**src/rtl/hsv2rgb_pkg.sv**
```systemverilog
// Package for the HSV to RGB converter: request and response types, constants, fraction table.
package hsv2rgb_pkg;

   localparam int unsigned SECTOR_DEGREES = 60;
   localparam int unsigned FULL_SCALE     = 255;
   localparam int unsigned PRODUCT_SHIFT  = 8;
   localparam int unsigned SECTOR_COUNT   = 9;

   localparam int unsigned HUE_WIDTH    = 9;
   localparam int unsigned CHAN_WIDTH   = 8;
   localparam int unsigned SECTOR_WIDTH = 4;
   localparam int unsigned REM_WIDTH    = 6;

   // Colour-wheel sectors; sector five and all higher ones share one arm
   localparam logic [SECTOR_WIDTH-1:0] SECTOR_RED_YELLOW    = 4'd0;
   localparam logic [SECTOR_WIDTH-1:0] SECTOR_YELLOW_GREEN  = 4'd1;
   localparam logic [SECTOR_WIDTH-1:0] SECTOR_GREEN_CYAN    = 4'd2;
   localparam logic [SECTOR_WIDTH-1:0] SECTOR_CYAN_BLUE     = 4'd3;
   localparam logic [SECTOR_WIDTH-1:0] SECTOR_BLUE_MAGENTA  = 4'd4;

   typedef struct packed {
      logic [HUE_WIDTH-1:0]  hue;
      logic [CHAN_WIDTH-1:0] saturation;
      logic [CHAN_WIDTH-1:0] brightness;
   } req_type;

   typedef struct packed {
      logic [CHAN_WIDTH-1:0] red;
      logic [CHAN_WIDTH-1:0] green;
      logic [CHAN_WIDTH-1:0] blue;
   } rsp_type;

   typedef logic [CHAN_WIDTH-1:0] frac_table_type [0:SECTOR_DEGREES-1];

   // Fraction within a sector, scaled to full scale and truncated
   function automatic frac_table_type build_frac_table();
      frac_table_type tab;
      for (int i = 0; i < int'(SECTOR_DEGREES); i++) begin
         tab[i] = CHAN_WIDTH'((i * FULL_SCALE) / SECTOR_DEGREES);
      end
      return tab;
   endfunction

   localparam frac_table_type FRAC_TABLE = build_frac_table();

endpackage

```
**src/rtl/hsv_to_rgb_converter.sv**
```systemverilog
// HSV to RGB converter: five-stage pipeline from hue, saturation and value to 8-bit RGB.
//
// One request is taken in every clock cycle (busy never rises) and its colour appears on
// rsp_data with rsp_strobe high, for one cycle only, after it has passed the five
// register stages (sector split, fraction lookup and p term, saturation products, q and t
// terms, channel select). The receiver cannot stall, so each response must
// be captured in the cycle its strobe is high. Zero saturation gives grey at the value level;
// hues above 359 keep their sector and fraction and use the last sector's channel order.
module hsv_to_rgb_converter (
   input  logic                  clock,
   input  logic                  reset,
   input  logic                  start,
   output logic                  busy,
   input  hsv2rgb_pkg::req_type  req_data,
   output logic                  rsp_strobe,
   output hsv2rgb_pkg::rsp_type  rsp_data
);

   localparam int unsigned CW = hsv2rgb_pkg::CHAN_WIDTH;
   localparam int unsigned SW = hsv2rgb_pkg::SECTOR_WIDTH;
   localparam int unsigned RW = hsv2rgb_pkg::REM_WIDTH;
   localparam int unsigned HW = hsv2rgb_pkg::HUE_WIDTH;
   localparam logic [CW-1:0] FULL = CW'(hsv2rgb_pkg::FULL_SCALE);

   // Stage 1 registers
   logic          valid1_ff;
   logic [SW-1:0] sector1_ff, sector1_in;
   logic [RW-1:0] rem1_ff, rem1_in;
   logic [CW-1:0] sat1_ff, val1_ff;
   logic          grey1_ff;
   // Stage 2 registers
   logic          valid2_ff;
   logic [SW-1:0] sector2_ff;
   logic [CW-1:0] frac2_ff, sat2_ff, val2_ff, p2_ff;
   logic [2*CW-1:0] p2_in;
   logic          grey2_ff;
   // Stage 3 registers
   logic          valid3_ff;
   logic [SW-1:0] sector3_ff;
   logic [CW-1:0] sf3_ff, sg3_ff, val3_ff, p3_ff;
   logic [2*CW-1:0] sf3_in, sg3_in;
   logic          grey3_ff;
   // Stage 4 registers
   logic          valid4_ff;
   logic [SW-1:0] sector4_ff;
   logic [CW-1:0] q4_ff, t4_ff, val4_ff, p4_ff;
   logic [2*CW-1:0] q4_in, t4_in;
   logic          grey4_ff;
   // Stage 5 registers
   logic          valid5_ff;
   hsv2rgb_pkg::rsp_type rsp_ff, rsp_in;

   // Never stall: every stage advances each cycle
   assign busy = 1'b0;

   // Split the hue into sector and remainder by threshold compares
   always_comb begin
      logic [HW-1:0] base;
      sector1_in = '0;
      for (int k = 1; k < int'(hsv2rgb_pkg::SECTOR_COUNT); k++) begin
         if (req_data.hue >= HW'(k * hsv2rgb_pkg::SECTOR_DEGREES)) begin
            sector1_in = SW'(k);
         end
      end
      base    = HW'(sector1_in) * HW'(hsv2rgb_pkg::SECTOR_DEGREES);
      rem1_in = RW'(req_data.hue - base);
   end

   // Form the saturation-only term p
   assign p2_in = val1_ff * (FULL - sat1_ff);

   // Scale saturation by the fraction and by its complement
   assign sf3_in = sat2_ff * frac2_ff;
   assign sg3_in = sat2_ff * (FULL - frac2_ff);

   // Form the falling and rising terms q and t
   assign q4_in = val3_ff * (FULL - sf3_ff);
   assign t4_in = val3_ff * (FULL - sg3_ff);

   // Route v, p, q and t to the channels by sector
   always_comb begin
      if (grey4_ff) begin
         rsp_in = '{red: val4_ff, green: val4_ff, blue: val4_ff};
      end else begin
         case (sector4_ff)
            hsv2rgb_pkg::SECTOR_RED_YELLOW:   rsp_in = '{red: val4_ff, green: t4_ff,   blue: p4_ff};
            hsv2rgb_pkg::SECTOR_YELLOW_GREEN: rsp_in = '{red: q4_ff,   green: val4_ff, blue: p4_ff};
            hsv2rgb_pkg::SECTOR_GREEN_CYAN:   rsp_in = '{red: p4_ff,   green: val4_ff, blue: t4_ff};
            hsv2rgb_pkg::SECTOR_CYAN_BLUE:    rsp_in = '{red: p4_ff,   green: q4_ff,   blue: val4_ff};
            hsv2rgb_pkg::SECTOR_BLUE_MAGENTA: rsp_in = '{red: t4_ff,   green: p4_ff,   blue: val4_ff};
            default:                          rsp_in = '{red: val4_ff, green: p4_ff,   blue: q4_ff};
         endcase
      end
   end

   // Advance valid bits; clear them on reset
   always_ff @(posedge clock) begin
      if (reset) begin
         valid1_ff <= 1'b0;
         valid2_ff <= 1'b0;
         valid3_ff <= 1'b0;
         valid4_ff <= 1'b0;
         valid5_ff <= 1'b0;
      end else begin
         valid1_ff <= start;
         valid2_ff <= valid1_ff;
         valid3_ff <= valid2_ff;
         valid4_ff <= valid3_ff;
         valid5_ff <= valid4_ff;
      end
   end

   // Advance the payload through the stages
   always_ff @(posedge clock) begin
      sector1_ff <= sector1_in;
      rem1_ff    <= rem1_in;
      sat1_ff    <= req_data.saturation;
      val1_ff    <= req_data.brightness;
      grey1_ff   <= (req_data.saturation == '0);

      sector2_ff <= sector1_ff;
      frac2_ff   <= hsv2rgb_pkg::FRAC_TABLE[rem1_ff];
      sat2_ff    <= sat1_ff;
      val2_ff    <= val1_ff;
      p2_ff      <= p2_in[2*CW-1:CW];
      grey2_ff   <= grey1_ff;

      sector3_ff <= sector2_ff;
      sf3_ff     <= sf3_in[2*CW-1:CW];
      sg3_ff     <= sg3_in[2*CW-1:CW];
      val3_ff    <= val2_ff;
      p3_ff      <= p2_ff;
      grey3_ff   <= grey2_ff;

      sector4_ff <= sector3_ff;
      q4_ff      <= q4_in[2*CW-1:CW];
      t4_ff      <= t4_in[2*CW-1:CW];
      val4_ff    <= val3_ff;
      p4_ff      <= p3_ff;
      grey4_ff   <= grey3_ff;

      rsp_ff     <= rsp_in;
   end

   assign rsp_strobe = valid5_ff;
   assign rsp_data   = rsp_ff;

endmodule
```
**config.mk**
```make
export PLATFORM = sky130hd
export DESIGN_NAME = hsv_to_rgb_converter
export DESIGN_NICKNAME = d
export VERILOG_FILES = /design/src/rtl/hsv2rgb_pkg.sv /design/src/rtl/hsv_to_rgb_converter.sv
export SDC_FILE = /design/constraint.sdc
export NUM_CORES = 1
export LEC_CHECK = 0
export BUFFER_PORTS_ARGS = -buffer_cell sky130_fd_sc_hd__buf_2
export CORE_MARGIN = 4
export CORE_UTILIZATION = 64
export DETAILED_ROUTE_END_ITERATION = 16
export PLACE_DENSITY = 0.87
export SYNTH_ARGS = -nofsm -noshare
export SYNTH_HDL_FRONTEND = slang
export SYNTH_SLANG_ARGS = --single-unit
```
**constraint.sdc**
```tcl
create_clock -name clock -period 7.4 [get_ports clock]
set_clock_uncertainty 0.1 [all_clocks]
set_input_delay 0.74 -clock clock [delete_from_list [all_inputs] [get_ports clock]]
set_output_delay 0.74 -clock clock [all_outputs]
set_load 0.01 [all_outputs]
```
* Word-level counts from Yosys, hierarchy flattened
Memories as Yosys holds them, arrays and structs flattened. A register that Yosys moved wholly into a read port is not among the register bits. Cells that the tools add are included.
Word-level totals: register bits after elaboration 159, bits in latches 0, RAM bits 0, memories kept 1, ROM bits 512, logic and storage cells 67, output and inout port bits 26, input port bits 28
Operators by class: order comparisons 8, div/mod/pow operators 0, multiply operators 6, shift-type cells 0, equality and inequality tests 4, mux-type cells 10, add/subtract/negate cells 5, reductions and logical operators 2, bitwise operators 1
Memory list:
- (name not given) | depth 64, bits a word 8, read ports 1, clocked after Yosys merged registers in 1, wr ports 0, line hsv_to_rgb_converter.sv:122 | frac2_ff <= hsv2rgb_pkg::FRAC_TABLE[rem1_ff];
Operator list (count):
- 24-bit case mux with 5 select lines | 1
- 9-bit by 9-bit multiplier with 16-bit output | 4
- 9-bit greater-or-equal comparator, second input constant | 4
- 8-bit by 8-bit subtractor with 9-bit output, first input constant | 4
- 4-bit two-way mux | 7
- 24-bit two-way mux | 1
- 9-bit by 8-bit greater-or-equal comparator with 1-bit output, second input constant | 2
- 8-bit by 8-bit multiplier with 16-bit output | 1
- 9-bit by 6-bit greater-or-equal comparator with 1-bit output, second input constant | 1
- 9-bit by 7-bit greater-or-equal comparator with 1-bit output, second input constant | 1
- 4-bit by 2-bit == test with 1-bit output, second input constant | 2
- 8-bit logical NOT | 1
- 6-bit inverter with 7-bit output | 1
- 6-bit subtractor | 1
- 4-bit by 1-bit == test with 1-bit output, second input constant | 1
- 4-bit by 3-bit == test with 1-bit output, second input constant | 1
- 4-bit logical NOT | 1
- 4-bit by 1-bit multiplier with 4-bit output, second input constant | 1
- 1-bit two-way mux | 1

* Depth between registers and ports, before layout
Gate-level depths: netlist of run 1.
depth after elaboration 11, mapped depth 17, depth with buffers taken out 16

* Worst setup path after synthesis of run 1
No wires, ideal clock.
path type reg2reg, start register val3_ff[5], end register q4_ff[6], library setup time 0.072 ns, setup slack 3.065 ns, required time 7.228 ns, cell stages (with the launch flop) 17, clock period less this slack 4.335 ns, buffers on the path 1, arrival time 4.163 ns, cells stage by stage dfxtp_1 -> clkbuf_1 -> nand2b_1 -> fa_1 -> inv_1 -> fa_1 -> inv_1 -> fa_1 -> inv_1 -> fa_1 -> ha_1 -> nor4_1 -> o21ai_0 -> a41oi_1 -> o21bai_1 -> a21oi_1 -> xnor2_1
On the way: word-level cells in the longest chain between the ends 1
Ends and longest elaborated chain:
- start, declared | line hsv_to_rgb_converter.sv:40 | logic [CW-1:0] sf3_ff, sg3_ff, val3_ff, p3_ff;
- start signal, assigned | line hsv_to_rgb_converter.sv:131 | val3_ff <= val2_ff;
- 9-bit by 9-bit multiplier with 16-bit output | line hsv_to_rgb_converter.sv:77 | assign q4_in = val3_ff * (FULL - sf3_ff);
- via q4_in[14] | line hsv_to_rgb_converter.sv:47 | logic [2*CW-1:0] q4_in, t4_in;
- end signal, assigned | line hsv_to_rgb_converter.sv:136 | q4_ff <= q4_in[2*CW-1:CW];
- end, declared | line hsv_to_rgb_converter.sv:46 | logic [CW-1:0] q4_ff, t4_ff, val4_ff, p4_ff;
The timed path passes the listed nets, and every way through them passes these cells. A chain may end at the register's enable or synchronous reset.

* Worst setup path in the final report of run 1
start register val3_ff[6], end register q4_ff[6]
The elaborated chain is that of the path after synthesis.

==> results.md, run 1 <==
* Status: complete, no violations
* Syn Nets at 1918
* Post-Synthesis Cell Area at 14700 um2
* Least-Margin Pin Slew at 1.26 ns
* Crit path buffers/inverters at 3
* Clock transition at path regs at 0.07 ns
* Final hold vios at 0
* Area grow syn2layout at 7.07%
* Synth Area per Inst at 9.58 um2
* Unique masters post-synth at 59
* Fin worst setup slack at 2.46 ns
* # DRC at 0
* Input/output buffers at 52
* Total gr overflow at 0
* Die height at 159 um
* Post-CTS Hold Buffers at 0
* Number of max-cap violations at 0
* Die ar. at 25400 um2
* Worst hold start: val2_ff[1]$_DFF_P_
* DR iter-0 viols at 586
* Iteration count of the initial detailed-routing pass at 7
* Slew Viols, Final at 0
* Row count at 55
* CP peak stage delay at 0.70 ns
* Setup TNS Final at 0 ns
* CP startpoint: val3_ff[6]$_DFF_P_
* Period utilization at 66.8%
* Final setup violation count at 0
* # IOs at 54
* Width of the chip at 159 um
* Post-synth EDFFs at 0
* Multi-input combinational cell area at 10200 um2
* Starting Density at 65.0%
* Root buffer cell: clkbuf_16
* Setup CP Type: reg -> reg
* Min-Delay Path Class: reg -> reg
* CTS tree: yes
* Total Routing Usage GR at 25.2%
* Reg-to-reg startpoint: val3_ff[6]$_DFF_P_
* Mapped Cells at 1532
* Clock period minus worst slack at 4.94 ns
* Placer Congestion at 0.869
* Number of global-route vias before repair at 11400
* Routed WL per cell at 16.7 um
* Initial antenna violation count at 0
* Resized cells post-CTS at 0
* Clk Latency, worst-skew pair at 0.44 ns
* CP required at 7.68 ns
* Worst slew margin at 16.2%
* Sequence of cells on the critical path: nand2b_1 -> fa_1 -> inv_1 -> fa_1 -> inv_1 -> fa_1 -> inv_1 -> fa_1 -> ha_1 -> nor4_1 -> o21ai_0 -> a41oi_1 -> o21bai_1 -> a21oi_1 -> xnor2_1
* Clock sink total at 167
* Startpoint types: flop
* RSZ-0062 raised after global routing: no
* Most frequent cell on the critical path: fa_1
* CP arrival at 5.22 ns
* Worst Path Max Fanout at 17
* Vias per cell at 5.66
* Pin count of the biggest net entering global routing at 44
* Core area at 22600 um2
* CP delay by family, top: adder cells
* Routed vias at 10500
* Filler cell count at 1581
* CTS max path bufs at 2
* Final #Nets at 1941
* Antenna Nets Post-Route at 0
* Max frequency at 202 MHz
* Detail Placement HPWL at 23100 um
* Layout cell share with drive strength beyond 1 at 5.74%
* Yosys reg bits at 167
* H-tree levels at 4
* Register area share after synthesis at 22.8%
* FFs w/ async S/R, synth at 0%
* First-pass GRT wire length at 53300 um
* Post-CTS Setup Inserts at 0
* Num CTS Buffers at 17
* Synth warnings at 0
* CP Capture Type: flop
* Register area at 3340 um2
* Ant diodes at 0
* CP max-delay cell: dfxtp_1
* Final WL at 30900 um
* Pre-CTS setup slack at 2.71 ns
* Top_reg_cell synth: dfxtp_1
==> stage by stage <==
stage | cell area [um2] | util (%) | hold slack [ns] | std cells
after CTS | 15700 | 69.6 | 0.222 | 1853
after global routing | 15700 | 69.6 | 0.222 | 1853
after global placement | 15100 | 66.8 | 0.210 | 1821
after floorplan | 14700 | - | 0.210 | 1532
final | 15700 | 69.6 | 0.219 | 1853
after detailed placement | 15100 | 66.8 | 0.212 | 1821
==> synthesized netlist by cell type, drive strengths merged, types with 5 or more instances <==
| cell | instances | area (um2) |
|---|---|---|
| dfxtp | 167 | 3340 |
| a211oi | 10 | 75.1 |
| nor3 | 9 | 45.0 |
| fa | 180 | 3600 |
| a22oi | 6 | 45.0 |
| xnor2 | 33 | 289 |
| ha | 178 | 2230 |
| o21ai | 55 | 275 |
| nand2b | 89 | 559 |
| a21oi | 52 | 272 |
| and2 | 52 | 325 |
| buf | 6 | 50.0 |
| nor2 | 35 | 131 |
| xor2 | 16 | 140 |
| inv | 243 | 912 |
| nand2 | 67 | 251 |
| nor2b | 184 | 1150 |
| a21o | 10 | 75.1 |
| and3 | 5 | 31.3 |
| nand3 | 10 | 50.1 |
| a31oi | 14 | 87.6 |
| a311oi | 8 | 70.1 |
| nor4 | 5 | 31.3 |
| clkbuf | 42 | 158 |
==> cells by family after synthesis <==
| logic type | after synthesis | synth area share, % |
|---|---|---|
| DFF | 167 | 22.8 |
| AOI/OAI and AO/OA | 182 | 7.70 |
| adders and majority gates | 359 | 39.8 |
| xor gates and xnor gates | 49 | 2.92 |
| buffers and inverters | 291 | 7.63 |
| other | 1 | 0.0256 |
| muxes | 4 | 0.281 |
| and+or+nand+nor | 479 | 18.9 |
==> layout by cell type, fill, tap and decap left out, drive strengths merged, types with 52 or more instances in the layout <==
cell type  netlist  final
and2            52     52
dfxtp          167    167
nand2b          89     89
inv            243    249
a21oi           52     52
nor2b          184    184
o21ai           55     55
ha             178    178
fa             180    180
buf              6     52
nand2           67     67
==> final timing paths <==
check / cells past startpoint / end / slack (ns)
hold / removal: 0 / val3_ff[1]$_DFF_P_ / 0.22
setup / recovery: 15 / q4_ff[6]$_DFF_P_ / 2.46
hold reg to reg: 0 / val3_ff[1]$_DFF_P_ / 0.22
setup reg to reg: 15 / q4_ff[6]$_DFF_P_ / 2.46
==> layer usage <==
layer  track usage (%)  wire length [um]
met3              4.48              1650
met2              44.4             15600
met4              11.0              1140
met1              30.5             12500
met5                 0                 0
==> registers in the layout, summed over array words and instances (netlist names), 4 cells and up <==
name,flops
sector2_ff,4
rsp_data,24
t4_ff,8
sf3_ff,8
p2_ff,8
sg3_ff,8
sector3_ff,4
val1_ff,8
sector4_ff,4
val4_ff,8
sector1_ff,4
p4_ff,8
p3_ff,8
val3_ff,8
q4_ff,8
sat1_ff,8
val2_ff,8
frac2_ff,8
rem1_ff,6
sat2_ff,8
==> cell type report <==
class | count | area share, %
multi-input cells | 1074 | 65.0
well taps | 285 | 2.27
clock buffers | 17 | 2.71
flip-flops and latches | 167 | 21.3
repair buffers | 52 | 1.66
inverters | 243 | 5.81
clock inverters | 15 | 1.29
Power of run 1 is left out: the tool's default activity adds up to more than one toggle a clock period on the data nets, which glitch-free logic cannot reach.
==> inputs of run 2 (changes only) <==
==> constraint.sdc (replaced) <==
create_clock -name clock -period 4.75 [get_ports clock]
set_clock_uncertainty 0.1 [all_clocks]
set_input_delay 0.475 -clock clock [delete_from_list [all_inputs] [get_ports clock]]
set_output_delay 0.475 -clock clock [all_outputs]
set_load 0.01 [all_outputs]
==> run 2 against run 1 <==
- die area stayed put
- global-route usage decreased by 0.70 points
- final area rose by 0.90%
- highest routed layer unchanged
- clock-buffer cell count rose by 2
- register-to-register slack worse by 2.3 ns
- setup slack worse by 2.3 ns
==> results.md, run 2 (synthesized netlist as in run 1, its figures left out) <==
* Final setup violation count at 0 (unchanged)
* Input/output buffers at 52 (unchanged)
* Routed WL per cell at 16.1 um (was 16.7 um)
* DR iter-0 viols at 643 (was 586)
* Number of flip-flops under the largest register name at 24 (unchanged)
* Routed vias at 10400 (was 10500)
* Worst R2R Path Depth at 14 (was 15)
* Iteration count of the initial detailed-routing pass at 5 (was 7)
* Total Routing Usage GR at 24.5% (was 25.2%)
* Startpoint types: flop (unchanged)
* Clock period minus worst slack at 4.58 ns (was 4.94 ns)
* Dpl cells at 1841 (was 1821)
* Clock transition at path regs at 0.07 ns (about the same)
* Row count at 55 (unchanged)
* Clock sink total at 167 (unchanged)
* Detail Placement HPWL at 23300 um (was 23100 um)
* Slew Viols, Final at 0 (unchanged)
* Final #Nets at 1961 (was 1941)
* Max frequency at 218 MHz (was 202 MHz)
* Final WL at 30100 um (was 30900 um)
* Die ar. at 25400 um2 (unchanged)
* Die height at 159 um (unchanged)
* Layout cell share with drive strength beyond 1 at 8.06% (was 5.74%)
* Final hold vios at 0 (unchanged)
* Least-Margin Pin Slew at 1.24 ns (was 1.26 ns)
* Setup TNS Final at 0 ns (unchanged)
* Commonest non-fill, non-tap cell in the layout: inv_1 (unchanged)
* First-pass GRT wire length at 51500 um (was 53300 um)
* Hold-critical path depth at 1 (was 0)
* Antenna Nets Post-Route at 0 (unchanged)
* Worst hold start: req_data[6] (was val2_ff[1]$_DFF_P_)
* Worst Path Max Fanout at 9 (was 17)
* # DRC at 0 (unchanged)
* Status: complete, no violations (unchanged)
* H-tree levels at 4 (unchanged)
* Placer Congestion at 0.850 (was 0.869)
* Core area at 22600 um2 (unchanged)
* Pin count of the biggest net entering global routing at 44 (unchanged)
* CTS tree: yes (unchanged)
* Setup CP Type: reg -> reg (unchanged)
* Fin worst setup slack at 0.167 ns (was 2.46 ns)
* Num CTS Buffers at 17 (unchanged)
* Ant diodes at 0 (unchanged)
* Total gr overflow at 0 (unchanged)
* Initial antenna violation count at 0 (unchanged)
* CP Capture Type: flop (unchanged)
* # IOs at 54 (unchanged)
* Number of max-cap violations at 0 (unchanged)
* FF-to-FF End: p2_ff[7]$_DFF_P_ (was q4_ff[6]$_DFF_P_)
* Root buffer cell: clkbuf_16 (unchanged)
* Area grow syn2layout at 8.03% (was 7.07%)
* Starting Density at 65.0% (unchanged)
* Commonest non-fill, non-tap cells in the layout: inv_1, nor2b_1, fa_1 (unchanged)
* Clk Latency, worst-skew pair at 0.44 ns (about the same)
* Vias per cell at 5.56 (was 5.66)
* Pre-CTS setup slack at 0.0380 ns (was 2.71 ns)
* Number of global-route vias before repair at 10900 (was 11400)
* Reg-to-reg startpoint: sat1_ff[4]$_DFF_P_ (was val3_ff[6]$_DFF_P_)
* CP arrival at 4.85 ns (was 5.22 ns)
* Period utilization at 96.5% (was 66.8%)
* RSZ-0062 raised after global routing: no (unchanged)
* Final std cells w/o fill at 1873 (was 1853)
* Hold Path End: val1_ff[6]$_DFF_P_ (was val3_ff[1]$_DFF_P_)
* Min-Delay Path Class: in -> reg (was reg -> reg)
* Width of the chip at 159 um (unchanged)
* CP required at 5.02 ns (was 7.68 ns)
* Post-CTS Setup Inserts at 0 (unchanged)
* Post-CTS Hold Buffers at 0 (unchanged)
* CTS max path bufs at 2 (unchanged)
* R2r setup slk at 0.17 ns (was 2.46 ns)
* Final core occ at 70.2% (was 69.6%)
* Worst slew margin at 17.4% (was 16.2%)
==> run 2: repair_timing <==
action | CTS | global route
resized for setup | 0 | 20
endpoints found under the setup margin | 0 | 18
endpoints found under the hold margin | 0 | 0
==> run 2: final cells by class <==
class	count	area, um2
multi-input cells	1074	10200
fillers	1547	6720
flip-flops and latches	167	3370
inverters	243	912
clock buffers	19	453
repair buffers	72	410
well taps	285	357
clock inverters	13	131
==> run 2: how the worst max path moves through the flow <==
| stage | start | endpoint | slack (ns) | cells after the start |
|---|---|---|---|---|
| 4_1_cts | val3_ff[6]$_DFF_P_ | q4_ff[6]$_DFF_P_ | 0.03 | 15 |
| 5_1_grt | sat2_ff[5]$_DFF_P_ | sf3_ff[7]$_DFF_P_ | 0.006 | 15 |
| 2_1_floorplan | val3_ff[5]$_DFF_P_ | q4_ff[6]$_DFF_P_ | 0.42 | 16 |
| 6_report | sat1_ff[4]$_DFF_P_ | p2_ff[7]$_DFF_P_ | 0.17 | 14 |
| 3_3_place_gp | val3_ff[6]$_DFF_P_ | q4_ff[6]$_DFF_P_ | 0.25 | 15 |
| 3_5_place_dp | val3_ff[6]$_DFF_P_ | q4_ff[6]$_DFF_P_ | 0.04 | 15 |
==> run 2: stage by stage <==
step / hold slack, ns / instance area [um2]
finish: 0.0367 / 15900
global route: 0.0223 / 15900
CTS: 0.0218 / 15800
detailed placement: 0.212 / 15200
global placement: 0.210 / 15200
floorplan: 0.210 / 14700
==> run 2: layer usage <==
metal  up-vias  routed length (um)  GRT usage (%)
li1       4934                   -              -
met2       304               15200           43.3
met3        79                1320           4.12
met4         0                 842           8.68
met5         -                   0              0
met1      5096               12700           30.5
==> run 2: critical path, cell delays in order, from the launching register on <==
cell	delay, ns
dfxtp_1	0.57
nor2b_1	0.12
fa_1	0.50
fa_1	0.50
fa_1	0.51
inv_1	0.06
fa_1	0.47
inv_1	0.04
ha_1	0.34
and4_1	0.20
nor2b_1	0.14
a2111oi_1	0.45
nand2_1	0.17
a21oi_1	0.21
xnor2_1	0.13
Power of run 2 is left out for the same reason.
==> inputs of run 3 (changes only) <==
--- a/config.mk
+++ b/config.mk
@@ -5,7 +5,7 @@
 export SDC_FILE = /design/constraint.sdc
 export NUM_CORES = 1
 export LEC_CHECK = 0
-export BUFFER_PORTS_ARGS = -buffer_cell sky130_fd_sc_hd__buf_2
+export BUFFER_PORTS_ARGS = -buffer_cell sky130_fd_sc_hd__buf_4
 export CORE_MARGIN = 4
 export CORE_UTILIZATION = 64
 export DETAILED_ROUTE_END_ITERATION = 16
==> constraint.sdc (replaced) <==
create_clock -name clock -period 4.3 [get_ports clock]
set_clock_uncertainty 0.1 [all_clocks]
set_input_delay 0.43 -clock clock [delete_from_list [all_inputs] [get_ports clock]]
set_output_delay 0.43 -clock clock [all_outputs]
set_load 0.01 [all_outputs]
==> run 3 against run 2 <==
- the flow now finishes with violations (setup timing)
- first-iteration DRC count up 40%
- sequential share of layout area down 1.8 points
- critical path type unchanged
- wire length up 30%
- global-route usage up 3.8 points
- register-to-register slack worse by 0.39 ns
- critical path depth unchanged
- highest routed layer unchanged
==> results.md, run 3 (synthesized netlist as in run 1, its figures left out) <==
* Placer Congestion at 0.912 (was 0.850)
* Clock sink total at 167 (unchanged)
* First-pass GRT wire length at 58700 um (was 51500 um)
* CTS max path bufs at 2 (unchanged)
* Routed vias at 11600 (was 10400)
* # DRC at 0 (unchanged)
* Period utilization at 105% (was 96.5%)
* Number of flip-flops under the largest register name at 24 (unchanged)
* Worst Path Max Fanout at 7 (was 9)
* Vias per cell at 5.88 (was 5.56)
* Area grow syn2layout at 19.7% (was 8.03%)
* RSZ-0062 raised after global routing: yes (was no)
* Total gr overflow at 0 (unchanged)
* Worst hold start: reset (was req_data[6])
* Dpl cells at 1913 (was 1841)
* Max frequency at 221 MHz (was 218 MHz)
* Clock transition at path regs at 0.07 ns (about the same)
* Filler cell count at 1209 (was 1547)
* Failing checks: setup timing
* Clk Latency, worst-skew pair at 0.45 ns (was 0.44 ns)
* Layout cell share with drive strength beyond 1 at 19.8% (was 8.06%)
* Total Routing Usage GR at 28.4% (was 24.5%)
* Root buffer cell: clkbuf_16 (unchanged)
* CP startpoint: val1_ff[4]$_DFF_P_ (was sat1_ff[4]$_DFF_P_)
* Num CTS Buffers at 17 (unchanged)
* Min-Delay Path Class: in -> reg (unchanged)
* Setup CP Type: reg -> reg (unchanged)
* H-tree levels at 4 (unchanged)
* Die ar. at 25400 um2 (unchanged)
* Commonest non-fill, non-tap cell in the layout: inv_1 (unchanged)
* Final hold vios at 0 (unchanged)
* # IOs at 54 (unchanged)
* CP arrival at 4.79 ns (was 4.85 ns)
* CTS tree: yes (unchanged)
* CP Capture Type: flop (unchanged)
* Number of max-cap violations at 0 (unchanged)
* Die height at 159 um (unchanged)
* Final setup violation count at 4 (was 0)
* Row count at 55 (unchanged)
* Fin worst setup slack at -0.227 ns (was 0.167 ns)
* Ant diodes at 0 (unchanged)
* Clock period minus worst slack at 4.53 ns (was 4.58 ns)
* Routed WL per cell at 19.8 um (was 16.1 um)
* Width of the chip at 159 um (unchanged)
* Worst slew margin at 26.5% (was 17.4%)
* CP required at 4.57 ns (was 5.02 ns)
* Detail Placement HPWL at 25000 um (was 23300 um)
* Pre-CTS setup slack at -0.143 ns (was 0.0380 ns)
* Least-Margin Pin Slew at 1.10 ns (was 1.24 ns)
* Status: finished with violations (was complete, no violations)
* Placed cell area at 15900 um2 (was 15200 um2)
* Starting Density at 65.0% (unchanged)
* Final #Nets at 2070 (was 1961)
* Final std cells w/o fill at 1982 (was 1873)
* Startpoint types: flop (unchanged)
* Hold slack at 0.0744 ns (was 0.0367 ns)
* Final WL at 39200 um (was 30100 um)
* DR iter-0 viols at 902 (was 643)
* Number of global-route vias before repair at 12100 (was 10900)
* Initial antenna violation count at 0 (unchanged)
* Iteration count of the initial detailed-routing pass at 5 (unchanged)
* Antenna Nets Post-Route at 0 (unchanged)
* Core area at 22600 um2 (unchanged)
* Reg-to-reg startpoint: val1_ff[4]$_DFF_P_ (was sat1_ff[4]$_DFF_P_)
* Input/output buffers at 52 (unchanged)
* Pin count of the biggest net entering global routing at 44 (unchanged)
* Design area at 17600 um2 (was 15900 um2)
* Commonest non-fill, non-tap cells in the layout: inv_1, fa_1, nor2b_1 (was inv_1, nor2b_1, fa_1)
* Slew Viols, Final at 0 (unchanged)
[run 3: cell types whose count changed in the layout (fill, tap and decap cells not counted), moves of 14 or more]
| cell | before | now |
|---|---|---|
| nor2b_2 | 0 | 15 |
| nor2b_1 | 184 | 167 |
| dlygate4sd3_1 | 0 | 18 |
| buf_4 | 20 | 156 |
| ha_1 | 178 | 162 |
| ha_4 | 0 | 14 |
| dfxtp_1 | 151 | 135 |
| buf_2 | 52 | 1 |
[run 3: area by class of cell]
cell class	count	area [um2]	area share, %
multi-input cells	1074	10800	61.7
repair buffers	181	1430	8.16
clock inverters	13	184	1.05
inverters	243	912	5.19
flip-flops and latches	167	3410	19.4
well taps	285	357	2.03
clock buffers	19	433	2.47
[run 3: per-stage QoR]
stage | utilization (%) | setup TNS [ns]
6_report | 77.8 | -0.344
3_3_place_gp | 70.6 | 0
4_1_cts | 74.5 | 0
2_1_floorplan | - | 0
3_5_place_dp | 70.6 | -0.862
5_1_grt | 77.8 | -1.50
[run 3: path summary, 6_finish.rpt]
path	endpoint	slack, ns	depth (start not counted)
worst max-delay path	p2_ff[7]$_DFF_P_	-0.23	14
worst min-delay path	rsp_strobe$_SDFF_PP0_	0.07	2
worst max register to register	p2_ff[7]$_DFF_P_	-0.23	14
worst min register to register	val3_ff[5]$_DFF_P_	0.21	0
[run 3: critical path, cell delays in order (launching register included)]
cell	delay [ns]
dfxtp_4	0.42
nor2b_2	0.23
fa_1	0.50
fa_1	0.48
fa_1	0.52
inv_1	0.05
fa_1	0.47
inv_1	0.04
ha_1	0.21
a21o_1	0.21
and3_1	0.22
a2111oi_2	0.45
nand2_1	0.19
a21oi_2	0.22
xnor2_1	0.14
[run 3: timing repair]
action	4_1_cts	5_1_grt
hold endpoints to repair	18	0
resized for setup	28	148
gates cloned	0	0
hold buffers	18	0
pin swaps	7	63
buffers inserted	1	18
endpoints found under the setup margin	19	29
[run 3: layer usage]
| metal | wire length (um) | up-vias | global-route usage (%) |
|---|---|---|---|
| met1 | 14300 | 5584 | 32.5 |
| met4 | 2380 | 0 | 13.8 |
| met5 | 0 | - | 0 |
| met2 | 19900 | 668 | 51.0 |
| li1 | - | 5168 | - |
| met3 | 2650 | 228 | 5.25 |
Power of run 3 is left out for the same reason.
